**config.mk**
```make
export PLATFORM = sky130hd
export DESIGN_NAME = priority_voice_allocator
export DESIGN_NICKNAME = d
export VERILOG_FILES = /design/src/rtl/pva_pkg.sv /design/src/rtl/pva_ctrl.sv /design/src/rtl/pva_dp.sv /design/src/rtl/priority_voice_allocator.sv
export SDC_FILE = /design/constraint.sdc
export NUM_CORES = 1
export LEC_CHECK = 0
export BUFFER_PORTS_ARGS = -buffer_cell sky130_fd_sc_hd__buf_2
export CORE_ASPECT_RATIO = 0.7
export CORE_MARGIN = 4
export CORE_UTILIZATION = 62
export DETAILED_ROUTE_END_ITERATION = 10
export GPL_TIMING_DRIVEN = 0
export PLACE_DENSITY_LB_ADDON = 0.12
export SYNTH_ARGS = -nofsm -noshare
export SYNTH_HDL_FRONTEND = slang
export SYNTH_SLANG_ARGS = --single-unit
```
**constraint.sdc**
```tcl
create_clock -name i_clk -period 8.8 [get_ports i_clk]
set_input_delay 0.88 -clock i_clk [delete_from_list [all_inputs] [get_ports i_clk]]
set_output_delay 0.88 -clock i_clk [all_outputs]
set_load 0.01 [all_outputs]
```
**src/rtl/pva_pkg.sv**
```systemverilog
// Shared constants, types and codes of the priority voice allocator.
// No dependencies; used by every module of the block.
`default_nettype none

package pva_pkg;

    localparam int VOICE_SLOTS   = 32;
    localparam int ID_BITS       = 16;
    localparam int EVENT_BITS    = 8;
    localparam int PRIORITY_BITS = 8;

    localparam int SLOT_BITS  = $clog2(VOICE_SLOTS);
    localparam int COUNT_BITS = $clog2(VOICE_SLOTS + 1);
    // Wide enough for the slot count, the register value and an 8-bit limit.
    localparam int CMP_BITS   = (COUNT_BITS > 8) ? COUNT_BITS : 8;

    localparam int APB_ADDR_BITS = 3;
    localparam int REG_LSB       = 2;

    typedef logic [SLOT_BITS-1:0]                 t_slot;
    typedef logic [COUNT_BITS-1:0]                t_count;
    typedef logic [CMP_BITS-1:0]                  t_cmp;
    typedef logic [ID_BITS-1:0]                   t_id;
    typedef logic [EVENT_BITS-1:0]                t_event;
    typedef logic [PRIORITY_BITS-1:0]             t_prio;
    typedef logic [15:0]                          t_id_port;
    typedef logic [5:0]                           t_active;
    typedef logic [5:0]                           t_max_voices;
    typedef logic [31:0]                          t_apb_data;
    typedef logic [APB_ADDR_BITS-REG_LSB-1:0]     t_reg_idx;

    localparam t_reg_idx    REG_MAX_VOICES   = t_reg_idx'(0);
    localparam t_max_voices MAX_VOICES_RESET = t_max_voices'(32);

    localparam logic CMD_PLAY = 1'b0;
    localparam logic CMD_STOP = 1'b1;

    typedef enum logic [1:0] {
        STATUS_OK        = 2'd0,
        STATUS_REJECTED  = 2'd1,
        STATUS_EXHAUSTED = 2'd2,
        STATUS_MISSING   = 2'd3
    } t_status;

    // Commands from the controller to the datapath.
    typedef struct packed {
        logic  load;
        logic  scan;
        t_slot addr;
        logic  decide;
    } t_dp_cmd;

endpackage

`default_nettype wire

```
**src/rtl/pva_ctrl.sv**
```systemverilog
// Sequencer of the voice allocator: request intake, slot scan and commit.
// Depends on pva_pkg; drives the command bus of pva_dp.
`default_nettype none

module pva_ctrl (
    input  wire               i_clk,
    input  wire               i_rst_n,
    input  wire               i_start,
    output logic              o_busy,
    output pva_pkg::t_dp_cmd  o_cmd
);

    typedef enum logic [1:0] {
        ST_IDLE,
        ST_SCAN,
        ST_LAST,
        ST_DECIDE
    } t_state;

    t_state          r_state;
    pva_pkg::t_slot  r_addr;
    logic            r_busy;

    always_ff @(posedge i_clk) begin
        if (!i_rst_n) begin
            r_state <= ST_IDLE;
            r_addr  <= '0;
            r_busy  <= 1'b0;
        end else begin
            case (r_state)
                ST_IDLE: begin
                    if (i_start) begin
                        r_state <= ST_SCAN;
                        r_addr  <= '0;
                        r_busy  <= 1'b1;
                    end
                end
                ST_SCAN: begin
                    if (r_addr == pva_pkg::t_slot'(pva_pkg::VOICE_SLOTS - 1)) begin
                        r_state <= ST_LAST;
                    end else begin
                        r_addr <= r_addr + 1'b1;
                    end
                end
                // The last slot read is still being compared in this state.
                ST_LAST: begin
                    r_state <= ST_DECIDE;
                end
                ST_DECIDE: begin
                    r_state <= ST_IDLE;
                    r_busy  <= 1'b0;
                end
                default: begin
                    r_state <= ST_IDLE;
                    r_busy  <= 1'b0;
                end
            endcase
        end
    end

    always_comb begin
        o_cmd        = '0;
        o_cmd.load   = (r_state == ST_IDLE) && i_start;
        o_cmd.scan   = (r_state == ST_SCAN);
        o_cmd.addr   = r_addr;
        o_cmd.decide = (r_state == ST_DECIDE);
    end

    assign o_busy = r_busy;

endmodule

`default_nettype wire

```
**src/rtl/pva_dp.sv**
```systemverilog
// Datapath of the voice allocator: slot memory, valid bits, scan trackers,
// victim choice and the result register. Depends on pva_pkg.
`default_nettype none

module pva_dp (
    input  wire                        i_clk,
    input  wire                        i_rst_n,
    input  wire pva_pkg::t_dp_cmd      i_cmd_bus,
    input  wire                        i_cmd,
    input  wire [7:0]                  i_event_id,
    input  wire [7:0]                  i_event_priority,
    input  wire [7:0]                  i_max_instances,
    input  wire [15:0]                 i_voice_id,
    input  wire pva_pkg::t_max_voices  i_max_voices,
    output logic                       o_valid,
    output logic [1:0]                 o_status,
    output logic [15:0]                o_new_voice_id,
    output logic                       o_stolen,
    output logic [15:0]                o_stolen_voice_id,
    output logic [5:0]                 o_active_count
);

    // Slot contents; never cleared, only read behind a valid bit.
    pva_pkg::t_id    mem_voice [pva_pkg::VOICE_SLOTS];
    pva_pkg::t_event mem_event [pva_pkg::VOICE_SLOTS];
    pva_pkg::t_prio  mem_prio  [pva_pkg::VOICE_SLOTS];

    logic [pva_pkg::VOICE_SLOTS-1:0] r_valid;

    // Latched request.
    logic            r_req_stop;
    pva_pkg::t_event r_req_event;
    pva_pkg::t_prio  r_req_prio;
    logic [7:0]      r_req_lim;
    pva_pkg::t_id    r_req_vid;

    // Registered memory read.
    pva_pkg::t_id    r_rd_voice;
    pva_pkg::t_event r_rd_event;
    pva_pkg::t_prio  r_rd_prio;
    logic            r_rd_valid;
    pva_pkg::t_slot  r_rd_idx;
    logic            r_eval;

    // Scan trackers.
    logic            r_all_found;
    pva_pkg::t_prio  r_all_prio;
    pva_pkg::t_id    r_all_voice;
    pva_pkg::t_slot  r_all_idx;
    logic            r_same_found;
    pva_pkg::t_prio  r_same_prio;
    pva_pkg::t_id    r_same_voice;
    pva_pkg::t_slot  r_same_idx;
    pva_pkg::t_count r_count;
    logic            r_free_found;
    pva_pkg::t_slot  r_free_idx;
    logic            r_match_found;
    pva_pkg::t_slot  r_match_idx;

    pva_pkg::t_id    r_next_id;
    pva_pkg::t_count r_live;

    logic             r_out_valid;
    pva_pkg::t_status r_out_status;
    pva_pkg::t_id     r_out_new_id;
    logic             r_out_stolen;
    pva_pkg::t_id     r_out_stolen_id;
    pva_pkg::t_count  r_out_live;

    // Scan compare signals.
    logic ev_hit;
    logic better_all;
    logic better_same;
    logic id_match;

    // Decision signals.
    pva_pkg::t_cmp    limit;
    logic             at_limit;
    logic             need_steal;
    logic             v_found;
    pva_pkg::t_prio   v_prio;
    pva_pkg::t_id     v_voice;
    pva_pkg::t_slot   v_idx;
    logic             reject;
    logic             exhausted;
    pva_pkg::t_slot   fill_idx;
    logic             clr_en;
    pva_pkg::t_slot   clr_idx;
    logic             wr_en;
    pva_pkg::t_status n_status;
    pva_pkg::t_id     n_new_id;
    logic             n_stolen;
    pva_pkg::t_id     n_stolen_id;
    pva_pkg::t_count  n_live;
    logic [pva_pkg::VOICE_SLOTS-1:0] n_valid;

    always_comb begin
        ev_hit      = r_rd_valid && (r_rd_event == r_req_event);
        better_all  = r_rd_valid && (!r_all_found || (r_rd_prio < r_all_prio) ||
                      ((r_rd_prio == r_all_prio) && (r_rd_voice < r_all_voice)));
        better_same = ev_hit && (!r_same_found || (r_rd_prio < r_same_prio) ||
                      ((r_rd_prio == r_same_prio) && (r_rd_voice < r_same_voice)));
        id_match    = r_rd_valid && (r_req_vid != '0) && (r_rd_voice == r_req_vid);
    end

    always_comb begin
        if (i_max_voices == '0) begin
            limit = pva_pkg::t_cmp'(1);
        end else if (pva_pkg::t_cmp'(i_max_voices) > pva_pkg::t_cmp'(pva_pkg::VOICE_SLOTS)) begin
            limit = pva_pkg::t_cmp'(pva_pkg::VOICE_SLOTS);
        end else begin
            limit = pva_pkg::t_cmp'(i_max_voices);
        end

        at_limit   = pva_pkg::t_cmp'(r_count) >= pva_pkg::t_cmp'(r_req_lim);
        need_steal = (pva_pkg::t_cmp'(r_live) >= limit) || at_limit;
        v_found    = at_limit ? r_same_found : r_all_found;
        v_prio     = at_limit ? r_same_prio  : r_all_prio;
        v_voice    = at_limit ? r_same_voice : r_all_voice;
        v_idx      = at_limit ? r_same_idx   : r_all_idx;
        reject     = need_steal && (!v_found || (v_prio > r_req_prio));
        exhausted  = (r_next_id == '0);

        // The lowest free slot, counting the one that the eviction opens.
        if (need_steal && !(r_free_found && (r_free_idx < v_idx))) begin
            fill_idx = v_idx;
        end else begin
            fill_idx = r_free_idx;
        end

        clr_en      = 1'b0;
        clr_idx     = v_idx;
        wr_en       = 1'b0;
        n_status    = pva_pkg::STATUS_OK;
        n_new_id    = '0;
        n_stolen    = 1'b0;
        n_stolen_id = '0;
        n_live      = r_live;

        if (r_req_stop == pva_pkg::CMD_STOP) begin
            if (r_match_found) begin
                clr_en  = 1'b1;
                clr_idx = r_match_idx;
                n_live  = r_live - 1'b1;
            end else begin
                n_status = pva_pkg::STATUS_MISSING;
            end
        end else if (reject) begin
            n_status = pva_pkg::STATUS_REJECTED;
        end else begin
            if (need_steal) begin
                clr_en      = 1'b1;
                n_stolen    = 1'b1;
                n_stolen_id = v_voice;
            end
            if (exhausted) begin
                n_status = pva_pkg::STATUS_EXHAUSTED;
                n_live   = need_steal ? (r_live - 1'b1) : r_live;
            end else begin
                wr_en    = 1'b1;
                n_new_id = r_next_id;
                n_live   = need_steal ? r_live : (r_live + 1'b1);
            end
        end
    end

    // A fill into the slot just evicted must win over the clear.
    always_comb begin
        n_valid = r_valid;
        if (i_cmd_bus.decide && clr_en) begin
            n_valid[clr_idx] = 1'b0;
        end
        if (i_cmd_bus.decide && wr_en) begin
            n_valid[fill_idx] = 1'b1;
        end
    end

    // Memory read and write ports.
    always_ff @(posedge i_clk) begin
        if (i_cmd_bus.scan) begin
            r_rd_voice <= mem_voice[i_cmd_bus.addr];
            r_rd_event <= mem_event[i_cmd_bus.addr];
            r_rd_prio  <= mem_prio[i_cmd_bus.addr];
        end
        if (i_cmd_bus.decide && wr_en) begin
            mem_voice[fill_idx] <= r_next_id;
            mem_event[fill_idx] <= r_req_event;
            mem_prio[fill_idx]  <= r_req_prio;
        end
    end

    // Request and tracker payload.
    always_ff @(posedge i_clk) begin
        if (i_cmd_bus.load) begin
            r_req_stop  <= i_cmd;
            r_req_event <= pva_pkg::t_event'(i_event_id);
            r_req_prio  <= pva_pkg::t_prio'(i_event_priority);
            r_req_lim   <= i_max_instances;
            r_req_vid   <= pva_pkg::t_id'(i_voice_id);
        end
        if (i_cmd_bus.scan) begin
            r_rd_idx <= i_cmd_bus.addr;
        end
        if (r_eval) begin
            if (better_all) begin
                r_all_prio  <= r_rd_prio;
                r_all_voice <= r_rd_voice;
                r_all_idx   <= r_rd_idx;
            end
            if (better_same) begin
                r_same_prio  <= r_rd_prio;
                r_same_voice <= r_rd_voice;
                r_same_idx   <= r_rd_idx;
            end
            if (!r_rd_valid && !r_free_found) begin
                r_free_idx <= r_rd_idx;
            end
            if (id_match) begin
                r_match_idx <= r_rd_idx;
            end
        end
        if (i_cmd_bus.decide) begin
            r_out_status    <= n_status;
            r_out_new_id    <= n_new_id;
            r_out_stolen    <= n_stolen;
            r_out_stolen_id <= n_stolen_id;
            r_out_live      <= n_live;
        end
    end

    // Control state.
    always_ff @(posedge i_clk) begin
        if (!i_rst_n) begin
            r_valid       <= '0;
            r_rd_valid    <= 1'b0;
            r_eval        <= 1'b0;
            r_all_found   <= 1'b0;
            r_same_found  <= 1'b0;
            r_count       <= '0;
            r_free_found  <= 1'b0;
            r_match_found <= 1'b0;
            r_next_id     <= pva_pkg::t_id'(1);
            r_live        <= '0;
            r_out_valid   <= 1'b0;
        end else begin
            r_eval      <= i_cmd_bus.scan;
            r_out_valid <= i_cmd_bus.decide;
            r_valid     <= n_valid;
            if (i_cmd_bus.scan) begin
                r_rd_valid <= r_valid[i_cmd_bus.addr];
            end
            if (i_cmd_bus.load) begin
                r_all_found   <= 1'b0;
                r_same_found  <= 1'b0;
                r_count       <= '0;
                r_free_found  <= 1'b0;
                r_match_found <= 1'b0;
            end else if (r_eval) begin
                if (better_all) begin
                    r_all_found <= 1'b1;
                end
                if (better_same) begin
                    r_same_found <= 1'b1;
                end
                if (ev_hit) begin
                    r_count <= r_count + 1'b1;
                end
                if (!r_rd_valid) begin
                    r_free_found <= 1'b1;
                end
                if (id_match) begin
                    r_match_found <= 1'b1;
                end
            end
            if (i_cmd_bus.decide) begin
                r_live <= n_live;
                if (wr_en) begin
                    r_next_id <= r_next_id + 1'b1;
                end
            end
        end
    end

    assign o_valid           = r_out_valid;
    assign o_status          = r_out_status;
    assign o_new_voice_id    = pva_pkg::t_id_port'(r_out_new_id);
    assign o_stolen          = r_out_stolen;
    assign o_stolen_voice_id = pva_pkg::t_id_port'(r_out_stolen_id);
    assign o_active_count    = pva_pkg::t_active'(r_out_live);

endmodule

`default_nettype wire

```
**src/rtl/priority_voice_allocator.sv**
```systemverilog
// Priority voice allocator: a request is accepted when start is high and busy low;
// busy then stays high through the commit state and o_valid pulses as busy falls.
// Busy covers the scan of the voice slot memory, one slot per cycle, then a compare
// state and a commit state; one request is in flight at a time.
// Synchronous active-low reset clears the valid bits and counters, sets the next
// voice id to 1 and max_voices to 32; slot contents are not cleared.
`default_nettype none

module priority_voice_allocator (
    input  wire                                  i_clk,
    input  wire                                  i_rst_n,
    input  wire                                  start,
    output logic                                 busy,
    input  wire                                  i_cmd,
    input  wire  [7:0]                           i_event_id,
    input  wire  [7:0]                           i_event_priority,
    input  wire  [7:0]                           i_max_instances,
    input  wire  [15:0]                          i_voice_id,
    output logic                                 o_valid,
    output logic [1:0]                           o_status,
    output logic [15:0]                          o_new_voice_id,
    output logic                                 o_stolen,
    output logic [15:0]                          o_stolen_voice_id,
    output logic [5:0]                           o_active_count,
    input  wire                                  psel,
    input  wire                                  penable,
    input  wire                                  pwrite,
    input  wire  [pva_pkg::APB_ADDR_BITS-1:0]    paddr,
    input  wire  [31:0]                          pwdata,
    output logic [31:0]                          prdata,
    output logic                                 pready
);

    pva_pkg::t_max_voices r_max_voices;
    pva_pkg::t_dp_cmd     cmd_bus;
    pva_pkg::t_reg_idx    reg_idx;

    assign reg_idx = paddr[pva_pkg::APB_ADDR_BITS-1:pva_pkg::REG_LSB];

    always_ff @(posedge i_clk) begin
        if (!i_rst_n) begin
            r_max_voices <= pva_pkg::MAX_VOICES_RESET;
        end else if (psel && penable && pwrite && (reg_idx == pva_pkg::REG_MAX_VOICES)) begin
            r_max_voices <= pva_pkg::t_max_voices'(pwdata);
        end
    end

    always_comb begin
        if (reg_idx == pva_pkg::REG_MAX_VOICES) begin
            prdata = pva_pkg::t_apb_data'(r_max_voices);
        end else begin
            prdata = '0;
        end
    end

    assign pready = 1'b1;

    pva_ctrl u_ctrl (
        .i_clk   (i_clk),
        .i_rst_n (i_rst_n),
        .i_start (start),
        .o_busy  (busy),
        .o_cmd   (cmd_bus)
    );

    pva_dp u_dp (
        .i_clk             (i_clk),
        .i_rst_n           (i_rst_n),
        .i_cmd_bus         (cmd_bus),
        .i_cmd             (i_cmd),
        .i_event_id        (i_event_id),
        .i_event_priority  (i_event_priority),
        .i_max_instances   (i_max_instances),
        .i_voice_id        (i_voice_id),
        .i_max_voices      (r_max_voices),
        .o_valid           (o_valid),
        .o_status          (o_status),
        .o_new_voice_id    (o_new_voice_id),
        .o_stolen          (o_stolen),
        .o_stolen_voice_id (o_stolen_voice_id),
        .o_active_count    (o_active_count)
    );

endmodule

`default_nettype wire

```
==> flow_summary.ini, run 1 <==
[outcome]
outcome = finished clean

[synth]
ys_top_cells_by_area = edfxtp_1 (70%), mux4_2 (14%), dfxtp_1 (3.1%)
ys.flop_type = edfxtp_1
synth-seq-cells = 1292
synth_edf_count = 1211
syn-cell-area_um2 = 52210
yosysTopAreaCell = edfxtp_1
syn_area_per_cell_um2 = 19.82
yosysSeqAreaShare_pct = 72.75
synthCells = 2634
synth_warnings = 0
synthArstFlopShare_pct = 0
yosysUniqueCellTypes = 88
yosysTopAreaCellShare_pct = 69.65

[power_and_ir_drop]
power_density_nw_per_um2 = 235.1
clkPwrFrac_pct = 35.4
combPwrFrac_pct = 12.3
leakagePower_nw = 19.93
p_sw_w = 0.003495
power_report.internal_total_w = 0.01055
ir_drop_uv = 213.5
netSwitchingFraction_pct = 24.88
pwr-share-seq_pct = 52.3

[critical_path]
r2r_start = u_dp.r_req_lim[5]
endpoint = u_dp.mem_prio[20][1]
critical_path_class = flop to flop
rrSetupSlack_ps = 2110
crit_fanout = 11
critPathLaunch = u_dp.r_req_lim[5]
cp.arrival_ps = 7060
startpoint_type = flop
reg2regPathDepth = 20
reg2reg_to = u_dp.mem_prio[20][1]
cp_data_required_time_ps = 9170
cp-end-kind = flop

[timing]
fin_ws_ps = 2113
hold_violations = 0
holdWs_ps = 352.4
fin_tns_setup_ps = 0
slew_viol_final = 0
setup_viol = 0
relSlewSlack_pct = 4.641
tightest_slew_ps = 1428
skew_ps = 36.66
rsz0062_at_grt = no
period_share_pct = 75.98
period_minus_slack_ps = 6687
max_freq_mhz = 149.6

[cells_and_area]
fin_util_pct = 72.06
area_delta_synth_final_pct = 14.43
num-nets-final = 3159
drive_gt1_share_pct = 29.22
final_area_um2 = 59750

[clock_network]
htree_levels = 3
cts_hold_buf = 0
clockBufferDepth = 3
path_clk_slew_ps = 60
cts_sinks = 1292
cts_tree = built
clk_latency_ps = 700
cts_made_buffers = 115
clockRootBuffer = clkbuf_16
cts_post_setup_buffers_inserted = 0
ctsResizeCount = 0

[hold_path]
hold_class = primary input to flop

[floorplan]
core_um2 = 82910
die_y_um = 250.8
io_pins = 158
std_cell_rows = 88
die_area_um2 = 89000
start_util_pct = 62.98
die_w_um = 354.9

[run]
cap_violations = 0

[route]
ant_nets = 0
vias = 28280
wire_per_inst_um = 31.51
firstDrtPassIters = 6
drc = 0
drt_iter0_drc = 4769
viasPerCell = 6.697
drt-total-wl_um = 133100

[global_routing]
gr-total-overflow = 0
first_global_vias = 27750
grt_max_degree = 40
grt_use_total_pct = 30.32
antenna_found_initial = 1
grt_first_pass_wirelength_um = 193000

[placement]
hpwl_um = 93140
io_buffers = 101
gp_congestion = 0.9010
dpl_cell_area_um2 = 56020
preCtsSetupSlack_ps = 2271
[flip-flops by register name, summed over array words and instances, names as in the netlist, 8 cells and up]
register and flops:
u_dp.r_valid 32, u_dp.r_req_lim 8, u_dp.r_rd_prio 8, u_dp.r_req_vid 16, u_dp.mem_event 256, u_dp.r_next_id 16
u_dp.r_same_prio 8, u_dp.r_req_prio 8, u_dp.r_req_event 8, u_dp.r_same_voice 16, u_dp.r_rd_event 8, u_dp.r_all_prio 8
u_dp.r_rd_voice 16, u_dp.o_new_voice_id 16, u_dp.mem_prio 256, u_dp.o_stolen_voice_id 16, u_dp.r_all_voice 16, u_dp.mem_voice 512
[through the flow]
step,power [W],instances
final,0.01405,4223
after global routing,0.01450,4219
after CTS,0.01408,4218
after detailed placement,0.009178,4003
after global placement,0.009087,3885
after floorplan,0.008497,2659
[critical path: stages (launching register included)]
cell and delay (ps):
edfxtp_1 380, inv_1 70, ha_1 250, a2111oi_2 430, o21ai_1 370, nand2_4 230
buf_6 200, clkbuf_1 470, mux2i_1 300, ha_1 170, inv_1 40, a221o_1 340
a21oi_1 320, o2bb2ai_1 250, a21oi_2 550, o21ai_1 290, buf_2 310, nor3_2 700
buf_6 260, buf_8 180, buf_6 200
[Yosys cell counts (5+ instances only)]
cell / count
nor3_1: 39
o41ai_2: 9
a21oi_1: 50
nand2b_1: 15
buf_4: 30
a211oi_1: 8
nor2_1: 61
o311ai_1: 17
a2111oi_2: 5
nor4_2: 5
edfxtp_1: 1211
xnor2_1: 28
nand3_1: 14
ha_1: 81
o21ai_1: 5
buf_6: 6
inv_1: 79
a31o_2: 11
nor3_2: 9
o21a_1: 9
nand4_1: 17
buf_1: 18
o22ai_1: 10
and3_1: 35
dfxtp_1: 81
a21o_1: 12
o31ai_1: 17
nand2_1: 115
clkbuf_1: 74
o21ai_0: 25
and2_1: 8
mux2_2: 32
mux2i_1: 18
nor4_1: 12
and4_1: 6
mux4_2: 330
xor2_1: 14
nor2b_1: 12
buf_2: 22
[layer usage]
layer | up-vias | global-route usage (%) | routed length, um | part of all wire (%)
li1 | 11530 | - | - | -
met1 | 14540 | 46.67 | 52340 | 39
met2 | 1983 | 43.53 | 59200 | 44
met3 | 231 | 8.196 | 17450 | 13
met4 | 2 | 8.904 | 4026 | 3.0
met5 | - | 0.4737 | 57 | 0.043
[power by group through the flow]
stage	Clock [W]	Combinational [W]	Sequential, W
floorplan	0	0.00114	0.00735
global placement	0	0.00163	0.00746
detailed placement	0	0.00170	0.00748
CTS	0.00501	0.00172	0.00735
global route	0.00528	0.00184	0.00738
finish	0.00498	0.00172	0.00735
[worst min-delay path by stage]
stage,cells after the start,to,startpoint,slack (ps)
after floorplan,0,u_dp.r_rd_idx[2],u_ctrl.r_addr[2],410
after detailed placement,0,u_dp.r_rd_idx[2],u_ctrl.r_addr[2],430
after global placement,0,u_dp.r_rd_idx[2],u_ctrl.r_addr[2],420
final,1,u_dp.r_req_event[4],i_event_id[4],350
after CTS,1,u_dp.r_req_prio[6],i_event_priority[6],310
after global routing,1,u_dp.r_req_event[3],i_event_id[3],330
[area by class of cell]
class | count | area (um^2)
Antenna cell | 4 | 10.01
Tap cell | 1125 | 1408
Clock buffer | 139 | 2968
Timing Repair Buffer | 220 | 2132
Buffer | 150 | 749.5
Multi-Input combinational cell | 1134 | 13460
Fill cell | 4842 | 23160
Inverter | 83 | 311.5
Sequential cell | 1292 | 37990
Clock inverter | 76 | 720.7
[kinds of logic after synthesis]
| group | Yosys count | synth area share [%] |
|---|---|---|
| flip-flops | 1292 | 72.75 |
| multiplexers | 385 | 15.41 |
| AND/OR/NAND/NOR | 370 | 3.709 |
| buffers and inverters | 233 | 2.030 |
| AO/OA/AOI/OAI | 229 | 3.441 |
| adder cells (fa/ha/maj) | 81 | 1.941 |
| XOR/XNOR | 42 | 0.7045 |
| other | 2 | 0.01438 |
[cells in the final DEF, fill, tap and decap left out, types with 15 or more instances in the layout]
| cell type | n |
|---|---|
| clkbuf_16 | 115 |
| buf_8 | 19 |
| conb_1 | 27 |
| buf_6 | 84 |
| nand4_1 | 17 |
| and3_1 | 35 |
| clkbuf_1 | 98 |
| edfxtp_1 | 1211 |
| inv_1 | 78 |
| nand2_1 | 115 |
| nor3_2 | 23 |
| mux4_2 | 330 |
| o311ai_1 | 17 |
| mux2_2 | 32 |
| dfxtp_1 | 80 |
| o21ai_0 | 25 |
| buf_1 | 17 |
| a21oi_1 | 50 |
| nand2b_1 | 15 |
| mux2i_1 | 18 |
| clkinv_1 | 27 |
| ha_1 | 79 |
| clkinv_2 | 26 |
| nor3_1 | 16 |
| buf_2 | 123 |
| nor2_1 | 61 |
| xnor2_1 | 28 |
| o31ai_1 | 17 |
| buf_4 | 36 |
Note: power is estimated with default switching activity, not from simulation.
==> run 2, diff against run 1 <==
==> constraint.sdc (replaced) <==
create_clock -name i_clk -period 6.3 [get_ports i_clk]
set_input_delay 0.63 -clock i_clk [delete_from_list [all_inputs] [get_ports i_clk]]
set_output_delay 0.63 -clock i_clk [all_outputs]
set_load 0.01 [all_outputs]
==> run 2 against run 1 <==
Effect of this change:
- cell count fell by 0.14%
- core utilization rose by 0.054 points
- setup slack got worse by 1900 ps
- critical path type unchanged
- largest power group unchanged
==> flow_summary.ini, run 2 (same netlist as run 1, synthesis figures left out) <==
[outcome]
outcome = finished clean

[placement]
hpwl_um = 90990
io_buffers = 101
place_inst = 3984
gp_congestion = 0.9099

[timing]
fin_tns_setup_ps = 0
slew_viol_final = 0
period_share_pct = 96.66
setup_viol = 0
hold_violations = 0
period_minus_slack_ps = 6089
tightest_slew_ps = 1381
rsz0062_at_grt = no
relSlewSlack_pct = 7.815
skew_ps = 28.84
max_freq_mhz = 164.2

[clock_network]
clockBufferDepth = 3
clockRootBuffer = clkbuf_16
cts_made_buffers = 115
cts_sinks = 1292
cts_hold_buf = 0
clk_latency_ps = 710
path_clk_slew_ps = 60
htree_levels = 3
cts_tree = built

[route]
firstDrtPassIters = 5
vias = 28020
drc = 0
viasPerCell = 6.644
drt-total-wl_um = 131400
wire_per_inst_um = 31.17
drt_iter0_drc = 4500
ant_nets = 0

[critical_path]
endpoint = u_dp.mem_prio[6][3]
cp-end-kind = flop
r2r_start = u_dp.r_count[5]
crit_fanout = 10
startpoint_type = flop
cp.arrival_ps = 6480
reg2regPathDepth = 19
critical_path_class = flop to flop
critPathLaunch = u_dp.r_count[5]
rrSetupSlack_ps = 210
reg2reg_to = u_dp.mem_prio[6][3]
cp_data_required_time_ps = 6690

[floorplan]
core_um2 = 82910
die_w_um = 354.9
die_y_um = 250.8
die_area_um2 = 89000
io_pins = 158
std_cell_rows = 88
start_util_pct = 62.98

[power_and_ir_drop]
ir_drop_uv = 281.6
power_density_nw_per_um2 = 321.2
leakagePower_nw = 19.98

[global_routing]
antenna_found_initial = 1
grt_use_total_pct = 29.90
grt_first_pass_wirelength_um = 190600
gr-total-overflow = 0
grt_max_degree = 40
first_global_vias = 27570

[cells_and_area]
n_antenna_cell = 0
drive_gt1_share_pct = 28.82
top_register = u_dp.mem_voice
area_delta_synth_final_pct = 14.51
final_common_cell = edfxtp_1
final_cell_mix = edfxtp_1 (1211), mux4_2 (330), buf_2 (123)
final_cells = 4217
largest_register_ffs = 512
num-nets-final = 3159
largestRegisters = u_dp.mem_voice x512, u_dp.mem_event x256, u_dp.mem_prio x256

[hold_path]
hold_class = primary input to flop
whs_path_depth = 1

[run]
cap_violations = 0
-- run 2: layout make-up --
cell class | instances | area (um^2)
fillers | 4829 | 23120
plain buffers | 150 | 750.7
inverters | 83 | 311.5
clock inverters | 60 | 364.1
repair buffers | 220 | 2295
multi-input cells | 1134 | 13610
flip-flops and latches | 1292 | 37990
well taps | 1125 | 1408
clock buffers | 153 | 3063
-- run 2: worst min path at each step --
stage / end / start
floorplan: u_dp.r_rd_idx[2] / u_ctrl.r_addr[2]
global placement: u_dp.r_rd_idx[2] / u_ctrl.r_addr[2]
detailed placement: u_dp.r_rd_idx[3] / u_ctrl.r_addr[3]
CTS: u_dp.r_req_vid[1] / i_voice_id[1]
global route: u_dp.r_req_event[1] / i_event_id[1]
finish: u_dp.r_req_vid[0] / i_voice_id[0]
-- run 2: metrics by stage --
| step | area, um^2 | util (%) | total power [W] | worst slack, ps | hold slack, ps |
|---|---|---|---|---|---|
| detailed placement | 56070 | 67.62 | 0.01282 | -237.1 | 434.7 |
| floorplan | 52350 | - | 0.01187 | -77.66 | 406.4 |
| global placement | 54270 | 65.45 | 0.01269 | -4214 | 425.0 |
| global route | 59790 | 72.12 | 0.01987 | 6.879 | 77.30 |
| CTS | 59600 | 71.88 | 0.01927 | 104.4 | 61.53 |
| finish | 59790 | 72.12 | 0.01921 | 210.6 | 102.6 |
-- run 2: critical path, cell delays in order, from the launching register on --
cell and delay [ps]:
dfxtp_1 330, ha_1 340, a2111oi_2 450, o21a_2 330, nor2_2 110, buf_6 200
clkbuf_1 260, o21ai_1 310, ha_1 300, and3_1 200, a221o_1 290, a21oi_1 340
o2bb2ai_1 290, a21oi_4 410, a21bo_2 310, buf_2 280, nor3_4 400, buf_6 210
buf_6 190, buf_6 190
-- run 2: where the power goes --
part           switching, W  total (W)  internal (W)
Sequential         0.000395     0.0103       0.00986
Clock               0.00303    0.00652       0.00349
Combinational       0.00140    0.00243       0.00103
Total               0.00483     0.0192        0.0144
-- run 2: layer usage --
layer / vias to the layer above / track usage, % / wire length [um]
li1: 11510 / - / -
met1: 14550 / 45.70 / 52700
met2: 1765 / 43.67 / 59430
met3: 187 / 8.660 / 16300
met4: 2 / 6.918 / 2916
met5: - / 0.7368 / 90
-- run 2: repair_timing --
action                                 4_1_cts  5_1_grt
pin swaps                                    3        8
setup endpoints to repair                  108      309
endpoints found under the hold margin        0        0
gates resized for setup                     10        7
setup buffers                                4       16
